## config.mk

```make
export PLATFORM = sky130hd
export DESIGN_NAME = ttvc_ctrl
export DESIGN_NICKNAME = d
export VERILOG_FILES = /design/src/rtl/ttvc_pkg.sv /design/src/rtl/ttvc_ctrl.sv
export SDC_FILE = /design/constraint.sdc
export NUM_CORES = 1
export LEC_CHECK = 0
export ABC_AREA = 1
export CAP_MARGIN = 20
export CORE_MARGIN = 1
export CORE_UTILIZATION = 60
export CTS_BUF_LIST = sky130_fd_sc_hd__clkbuf_2
export DETAILED_ROUTE_END_ITERATION = 7
export DONT_BUFFER_PORTS = 1
export GPL_TIMING_DRIVEN = 0
export PLACE_DENSITY = 0.84
export REMOVE_ABC_BUFFERS = 1
export SKIP_CTS_REPAIR_TIMING = 1
export SYNTH_ARGS = -nofsm -noshare
export SYNTH_HDL_FRONTEND = slang
export SYNTH_SLANG_ARGS = --single-unit
```

## constraint.sdc

```tcl
create_clock -name clk -period 3.7 [get_ports clk]
set_input_delay 0.925 -clock clk [delete_from_list [all_inputs] [get_ports clk]]
set_output_delay 0.925 -clock clk [all_outputs]
set_load 0.02 [all_outputs]
```

## src/rtl/ttvc_pkg.sv

```systemverilog
`default_nettype none
package ttvc_pkg;

	localparam int VAL_W = 48;
	localparam int ATAN_IW = 5;
	localparam int CFG_IW = 3;
	localparam int CFG_DW = 32;

	typedef logic signed [VAL_W-1:0] val_t;

	localparam logic [CFG_IW-1:0] CFG_GAIN_K     = 3'd0;
	localparam logic [CFG_IW-1:0] CFG_VXY_LIMIT  = 3'd1;
	localparam logic [CFG_IW-1:0] CFG_VZ_LIMIT   = 3'd2;
	localparam logic [CFG_IW-1:0] CFG_WZ_LIMIT   = 3'd3;
	localparam logic [CFG_IW-1:0] CFG_TAKEOFF    = 3'd4;
	localparam logic [CFG_IW-1:0] CFG_PHASE_STEP = 3'd5;
	localparam logic [CFG_IW-1:0] CFG_ANG_RATE   = 3'd6;

	localparam logic [1:0] PH_TAKEOFF = 2'd0;
	localparam logic [1:0] PH_TRACK   = 2'd1;
	localparam logic [1:0] PH_LAND    = 2'd2;
	localparam logic [1:0] PH_STOP    = 2'd3;

	typedef enum logic [1:0] {
		K_TAKEOFF = 2'd0,
		K_TRACK   = 2'd1,
		K_LAND    = 2'd2,
		K_STOP    = 2'd3
	} kind_t;

	typedef enum logic [1:0] {
		CS_REF = 2'd0,
		CS_DBL = 2'd1,
		CS_HDG = 2'd2
	} csel_t;

	typedef enum logic [4:0] {
		OP_HD  = 5'd0,
		OP_XS  = 5'd1,
		OP_YS  = 5'd2,
		OP_ZS  = 5'd3,
		OP_WS  = 5'd4,
		OP_AW  = 5'd5,
		OP_AWC = 5'd6,
		OP_KEX = 5'd7,
		OP_BW  = 5'd8,
		OP_BWC = 5'd9,
		OP_KEY = 5'd10,
		OP_CW  = 5'd11,
		OP_CWC = 5'd12,
		OP_KEZ = 5'd13,
		OP_DW  = 5'd14,
		OP_DWC = 5'd15,
		OP_KEW = 5'd16,
		OP_UXC = 5'd17,
		OP_UYS = 5'd18,
		OP_UYC = 5'd19,
		OP_UXS = 5'd20
	} op_t;

	typedef struct packed {
		logic       load;
		logic       clr_phase;
		logic       adv_phase;
		logic       mul_go;
		op_t        op;
		logic       cord_go;
		csel_t      csel;
		logic       emit;
		kind_t      kind;
		logic [1:0] phase;
	} cmd_t;

	typedef struct packed {
		logic ge_toff;
		logic lt_slow;
		logic land;
		logic cord_done;
		logic out_free;
	} status_t;

	function automatic logic [31:0] atan_f(input logic [ATAN_IW-1:0] i);
		logic [31:0] r;
		unique case (i)
			5'd0:  r = 32'h20000000;
			5'd1:  r = 32'h12E4051E;
			5'd2:  r = 32'h09FB385B;
			5'd3:  r = 32'h051111D4;
			5'd4:  r = 32'h028B0D43;
			5'd5:  r = 32'h0145D7E1;
			5'd6:  r = 32'h00A2F61E;
			5'd7:  r = 32'h00517C55;
			5'd8:  r = 32'h0028BE53;
			5'd9:  r = 32'h00145F2F;
			5'd10: r = 32'h000A2F98;
			5'd11: r = 32'h000517CC;
			5'd12: r = 32'h00028BE6;
			5'd13: r = 32'h000145F3;
			5'd14: r = 32'h0000A2FA;
			5'd15: r = 32'h0000517D;
			5'd16: r = 32'h000028BE;
			5'd17: r = 32'h0000145F;
			5'd18: r = 32'h00000A30;
			5'd19: r = 32'h00000518;
			5'd20: r = 32'h0000028C;
			5'd21: r = 32'h00000146;
			5'd22: r = 32'h000000A3;
			5'd23: r = 32'h00000051;
			5'd24: r = 32'h00000029;
			5'd25: r = 32'h00000014;
			5'd26: r = 32'h0000000A;
			5'd27: r = 32'h00000005;
			5'd28: r = 32'h00000003;
			5'd29: r = 32'h00000001;
			default: r = 32'h00000000;
		endcase
		return r;
	endfunction

endpackage
`default_nettype wire

```

## src/rtl/ttvc_ctrl.sv

```systemverilog
`default_nettype none
module ttvc_ctrl (
	input  wire logic          clk,
	input  wire logic          arst_n,
	input  wire logic          in_valid,
	output logic               in_ready,
	input  ttvc_pkg::status_t  status,
	output ttvc_pkg::cmd_t     cmd
);
	import ttvc_pkg::*;

	typedef enum logic [7:0] {
		S_IDLE   = 8'b0000_0001,
		S_DECIDE = 8'b0000_0010,
		S_HD     = 8'b0000_0100,
		S_HDW    = 8'b0000_1000,
		S_CORD   = 8'b0001_0000,
		S_MUL    = 8'b0010_0000,
		S_MULW   = 8'b0100_0000,
		S_FIN    = 8'b1000_0000
	} state_t;

	state_t     state_q, state_d;
	logic [1:0] pst_q, pst_d;
	logic       land_q, land_d;
	kind_t      kind_q, kind_d;
	op_t        op_q, op_d;
	csel_t      csel_q, csel_d;
	logic       clr_d;

	always_comb begin
		land_d = land_q | (status.land && pst_q != PH_STOP);
		clr_d  = 1'b0;
		kind_d = K_STOP;
		pst_d  = pst_q;
		unique case (pst_q)
			PH_TAKEOFF: begin
				if (status.ge_toff) begin
					kind_d = K_TRACK;
					pst_d  = PH_TRACK;
					clr_d  = 1'b1;
				end else begin
					kind_d = K_TAKEOFF;
				end
			end
			PH_TRACK: kind_d = K_TRACK;
			PH_LAND: begin
				kind_d = K_LAND;
				if (status.lt_slow) pst_d = PH_STOP;
			end
			default: kind_d = K_STOP;
		endcase
		if (land_d && pst_d != PH_STOP) pst_d = PH_LAND;
	end

	always_comb begin
		state_d       = state_q;
		op_d          = op_q;
		csel_d        = csel_q;
		cmd           = '0;
		cmd.op        = op_q;
		cmd.csel      = csel_q;
		cmd.kind      = kind_q;
		cmd.phase     = pst_q;
		unique case (state_q)
			S_IDLE: begin
				if (in_valid) begin
					cmd.load = 1'b1;
					state_d  = S_DECIDE;
				end
			end
			S_DECIDE: begin
				cmd.clr_phase = clr_d;
				state_d       = (kind_d == K_TRACK) ? S_HD : S_FIN;
			end
			S_HD: begin
				cmd.mul_go = 1'b1;
				cmd.op     = OP_HD;
				state_d    = S_HDW;
			end
			S_HDW: begin
				cmd.cord_go = 1'b1;
				cmd.csel    = CS_REF;
				csel_d      = CS_REF;
				state_d     = S_CORD;
			end
			S_CORD: begin
				if (status.cord_done) begin
					if (csel_q == CS_HDG) begin
						op_d    = OP_XS;
						state_d = S_MUL;
					end else begin
						csel_d      = (csel_q == CS_REF) ? CS_DBL : CS_HDG;
						cmd.csel    = csel_d;
						cmd.cord_go = 1'b1;
					end
				end
			end
			S_MUL: begin
				cmd.mul_go = 1'b1;
				state_d    = S_MULW;
			end
			S_MULW: begin
				if (op_q == OP_UXS) begin
					state_d = S_FIN;
				end else begin
					op_d    = op_t'(op_q + 5'd1);
					state_d = S_MUL;
				end
			end
			S_FIN: begin
				if (status.out_free) begin
					cmd.emit      = 1'b1;
					cmd.adv_phase = (kind_q == K_TRACK);
					state_d       = S_IDLE;
				end
			end
			default: state_d = S_IDLE;
		endcase
	end

	always_ff @(posedge clk or negedge arst_n) begin
		if (!arst_n) begin
			state_q <= S_IDLE;
			pst_q   <= PH_TAKEOFF;
			land_q  <= 1'b0;
			kind_q  <= K_TAKEOFF;
			op_q    <= OP_HD;
			csel_q  <= CS_REF;
		end else begin
			state_q <= state_d;
			op_q    <= op_d;
			csel_q  <= csel_d;
			if (state_q == S_DECIDE) begin
				pst_q  <= pst_d;
				land_q <= land_d;
				kind_q <= kind_d;
			end
		end
	end

	assign in_ready = (state_q == S_IDLE);

`ifndef SYNTHESIS
	a_accept_decide: assert property (@(posedge clk) disable iff (!arst_n)
		(in_valid && in_ready) |=> (state_q == S_DECIDE))
		else $error("accepted tick did not move to decide");
	a_stop_sticky: assert property (@(posedge clk) disable iff (!arst_n)
		(pst_q == PH_STOP) |=> (pst_q == PH_STOP))
		else $error("stopped phase left");
	a_takeoff_exit: assert property (@(posedge clk) disable iff (!arst_n)
		($past(pst_q) == PH_TAKEOFF && pst_q != PH_TAKEOFF)
		|-> (pst_q == PH_TRACK || pst_q == PH_LAND))
		else $error("takeoff left to a bad phase");
	a_emit_track: assert property (@(posedge clk) disable iff (!arst_n)
		cmd.adv_phase |-> (cmd.emit && kind_q == K_TRACK))
		else $error("reference phase advanced outside a tracking result");
`endif

endmodule
`default_nettype wire

```

* Word-level counts from Yosys, hierarchy flattened
Cells that the tools add are included.
Word-level totals: register bits after elaboration 20, input bits 8, output and inout port bits 18, logic and storage cells 75
Cells by class: muxes and demuxes 35, reduce and logical (&&, ||, !) cells 10, add/sub/neg operators 1, equality and inequality tests 22, bitwise operators 1
Operators by type and width (number):
- $pmux 8 s8 | 1
- $mux 8 | 6
- $mux 5 | 4
- $ne 2x2->1 const B | 8
- $mux 2 | 6
- $mux 1 | 11
- $pmux 5 s2 | 1
- $eq 8x1->1 const B | 1
- $eq 8x2->1 const B | 1
- $eq 8x3->1 const B | 1
- $eq 8x4->1 const B | 1
- $eq 8x5->1 const B | 1
- $eq 8x6->1 const B | 1
- $eq 8x7->1 const B | 1
- $eq 8x8->1 const B | 1
- $pmux 2 s2 | 2
- $reduce_and 4->1 | 2
- $eq 2x1->1 const B | 3
- $mux 3 | 2
- $pmux 2 s3 | 1
- $pmux 3 s2 | 1
- $add 5x1->5 const B | 1
- $eq 5x5->1 const B | 1
- $eq 2x2->1 const B | 2
- other kinds (6) | 9

* Logic depth before layout (Yosys ltp)
depth after elaboration 5, depth in mapped cells 9, gate-level depth less buffers 9

* Least setup slack after synthesis
OpenSTA, ideal clock, no wires.
path kind input -> output, from input status[0] (netlist bit), to output cmd[14] (netlist bit), buffers on the path 0, stages 3, slack 911 ps, data required time 2775 ps, data arrival time 1864 ps, path through inv_1 nor4_2 and3_1
RTL lines:
- start, declared | RTL line ttvc_ctrl.sv:7 | input ttvc_pkg::status_t status,
- end, declared | RTL line ttvc_ctrl.sv:8 | output ttvc_pkg::cmd_t cmd

==> flow_summary_export.csv <==
group,metric,value,unit
clocking,cts.path.max_buffers,2,
clocking,root_buffer,"clkbuf_2",
sta,drv_slew,0,
sta,rsz0062_at_grt,"no",
clocking,cts_tree,"built",
sta,period_share,0.7824,
cells_and_area,fin_nets,176,
critical_path,arrival,1970,ps
run,maxCapViolCount,0,
sta,finalHoldViolations,0,
drt,postRouteAntennaNets,0,
placement,place.gp.congestion,0.8885,
cells_and_area,area_delta_synth_final,5.929,%
logic_synthesis,synth_top_area_frac,0.3819,
critical_path,cp_slowest_cell,"nor4_2",
power,power,0.0006244,W
sta,fin_skew,2.651,ps
cells_and_area,drive_above_1_share,0.1697,
logic_synthesis,synth_area,1245,um^2
floorplan,fp.dieArea,2261,um^2
drt,wirelength,2.246,mm
clocking,htreeDepth,1,
sta,setup_viol,0,
critical_path,cp-start-kind,"register",
floorplan,die_y,47.55,um
critical_path,crit_required,2770,ps
power,ir_drop,325.2,uV
critical_path,path_max_fanout,4,
placement,post-dp-hpwl,1.728,mm
sta,fmaxAchievable,345.4,MHz
logic_synthesis,yosysSeqAreaShare,0.4030,
critical_path,cpPeakStageDelay,540,ps
global_routing,grt_start_max_net_pins,21,
critical_path,path_delay_family,"simple AND/OR/NAND/NOR gates",
drt,viasPerCell,5.188,
logic_synthesis,synthArstFlopShare,1.000,
drt,first_pass_iters,6,
power,powerDensity,473.5,nW/um^2
sta,fin_ws,805.0,ps
cells_and_area,diodes,0,
floorplan,start_util,0.6346,
logic_synthesis,synth_top_cells_by_area,"dfrtp_1 (38%), nand2_1 (9.6%), inv_1 (9.0%)",
sta,tns,0,ps
floorplan,core-area,1962,um^2
power,power.leakage,0.7338,nW
cells_and_area,fillerInstances,183,
sta,hold_ws,254.1,ps
global_routing,grt_first_pass_wirelength,3.263,mm
placement,pre_cts_slack,831.3,ps
clocking,cts.sinks,20,
floorplan,die_x,47.55,um
drt,vias,996,
placement,portBuffers,0,
drt,first_iter_violations,24,
critical_path,cp-end-kind,"output pin",
global_routing,grt_usage,0.2083,
cells_and_area,multi_input_area,621.8,um^2
logic_synthesis,yosysUniqueCellTypes,25,
floorplan,rows,16,
clocking,insertion_delay,320,ps
sta,min_period,2895,ps
drt,routedWlPerCell,11.70,um
logic_synthesis,netlist_instances,162,
global_routing,overflow,0,
sta,tightest_slew,649.9,ps
critical_path,critPathKind,"reg -> out",
floorplan,io_pins,26,
cells_and_area,regArea,501.7,um^2
logic_synthesis,synth_commonest_cells,"nand2_1 (32), inv_1 (30), nor2_1 (23)",
sta,relSlewSlack,0.5622,
critical_path,cp_cell_sequence,"nor2_4 -> inv_1 -> nor4_2 -> and3_1",
logic_synthesis,synth-main-ff-cell,"dfrtp_1",
logic_synthesis,synth-edff-count,0,
logic_synthesis,ys_warn_count,0,
critical_path,crit_buf_inv,1,
logic_synthesis,synth_seq_cells,20,
global_routing,grt_pass1_vias,778,
outcome,status,"finished clean",
worst_hold_path,hold_path.class,"in -> async",
global_routing,antenna_found_initial,0,
logic_synthesis,syn_area_per_cell,7.685,um^2
critical_path,r2r-start,"op_q[0]$_DFFE_PN0P_",
clocking,clk_pin_slew_worst_paths,200,ps
drt,drc,0,
logic_synthesis,yosys.area.top_type,"dfrtp_1",
logic_synthesis,post-synth-top-count-cell,"nand2_1",
critical_path,crit_start,"state_q[4]$_DFFE_PN0P_",
clocking,cts-buffers-inserted,3,
-- through the flow --
step | cell area [um^2] | cells | utilization
2_1_floorplan | 1240 | 161 | -
3_3_place_gp | 1274 | 188 | 0.6492
3_5_place_dp | 1274 | 188 | 0.6492
4_1_cts | 1319 | 192 | 0.6722
5_1_grt | 1319 | 192 | 0.6722
6_report | 1319 | 192 | 0.6722
-- cells by family after synthesis --
logic type | after synthesis | synth area share
simple gates | 91 | 0.3970
buf+inv | 32 | 0.09748
flops | 20 | 0.4030
compound gates | 17 | 0.08241
fa+ha+maj | 2 | 0.02010
-- worst register-to-register path, delay by kind of cell (launching register included) --
family / cells / cell delay (ps)
DFF: 1 / 500
adders and majority gates: 1 / 140
and+or+nand+nor: 6 / 640
buffers and inverters: 1 / 110
-- flip-flops by register name, indices dropped and copies added, names as in the netlist --
signal,cells
op_q,5
csel_q,2
state_q,8
pst_q,2
land_q,1
kind_q,2
-- routing by layer --
metal / up-vias / share of wire / global-route usage / wire length [um]
met5: - / 0 / 0 / 0
met4: 0 / 0.013 / 0.08333 / 29
met3: 5 / 0.029 / 0.03396 / 66
met2: 18 / 0.51 / 0.3425 / 1149
met1: 455 / 0.45 / 0.2749 / 1001
li1: 518 / - / - / -
-- layout by cell type, fill, tap and decap left out --
master and n:
a21oi_1 5, and3_1 1, bufinv_16 1, clkbuf_2 3, dfrtp_1 19, dfstp_2 1, ha_1 2, inv_1 30
inv_2 1, nand2_1 32, nand2_2 4, nand2_4 4, nand2_8 1, nand3_1 12, nand4_1 3, nand4_2 1
nor2_1 23, nor2_2 1, nor2_4 4, nor2_8 1, nor3_1 2, nor4_2 1, o21ai_0 6, o21ai_2 4
o22ai_1 2, or2_2 1
-- report_power, final --
group	leakage (nW)	internal, W	switching, W
Clock	0.0266	0.0000932	0.0000709
Combinational	0.469	0.0000501	0.000127
Sequential	0.238	0.000247	0.0000362
Total	0.734	0.000391	0.000234
-- cell type report --
class,instances,share of cell area
inverters,31,0.08824
well taps,27,0.02562
flip-flops and latches,20,0.3805
clock inverters,1,0.02277
clock buffers,3,0.01139
multi-input cells,110,0.4715
-- final timing paths --
check,slack [ps],cells past startpoint,to
hold / removal,250,0,op_q[0]$_DFFE_PN0P_
max in group asynchronous,3280,0,state_q[0]$_DFFE_PN1P_
min in group clk,490,2,land_q$_DFFE_PN0P_
setup reg to reg,2270,8,op_q[1]$_DFFE_PN0P_
hold reg to reg,490,2,land_q$_DFFE_PN0P_
setup / recovery,810,4,cmd[14]
No activity file was read; power rests on OpenSTA's default activity.
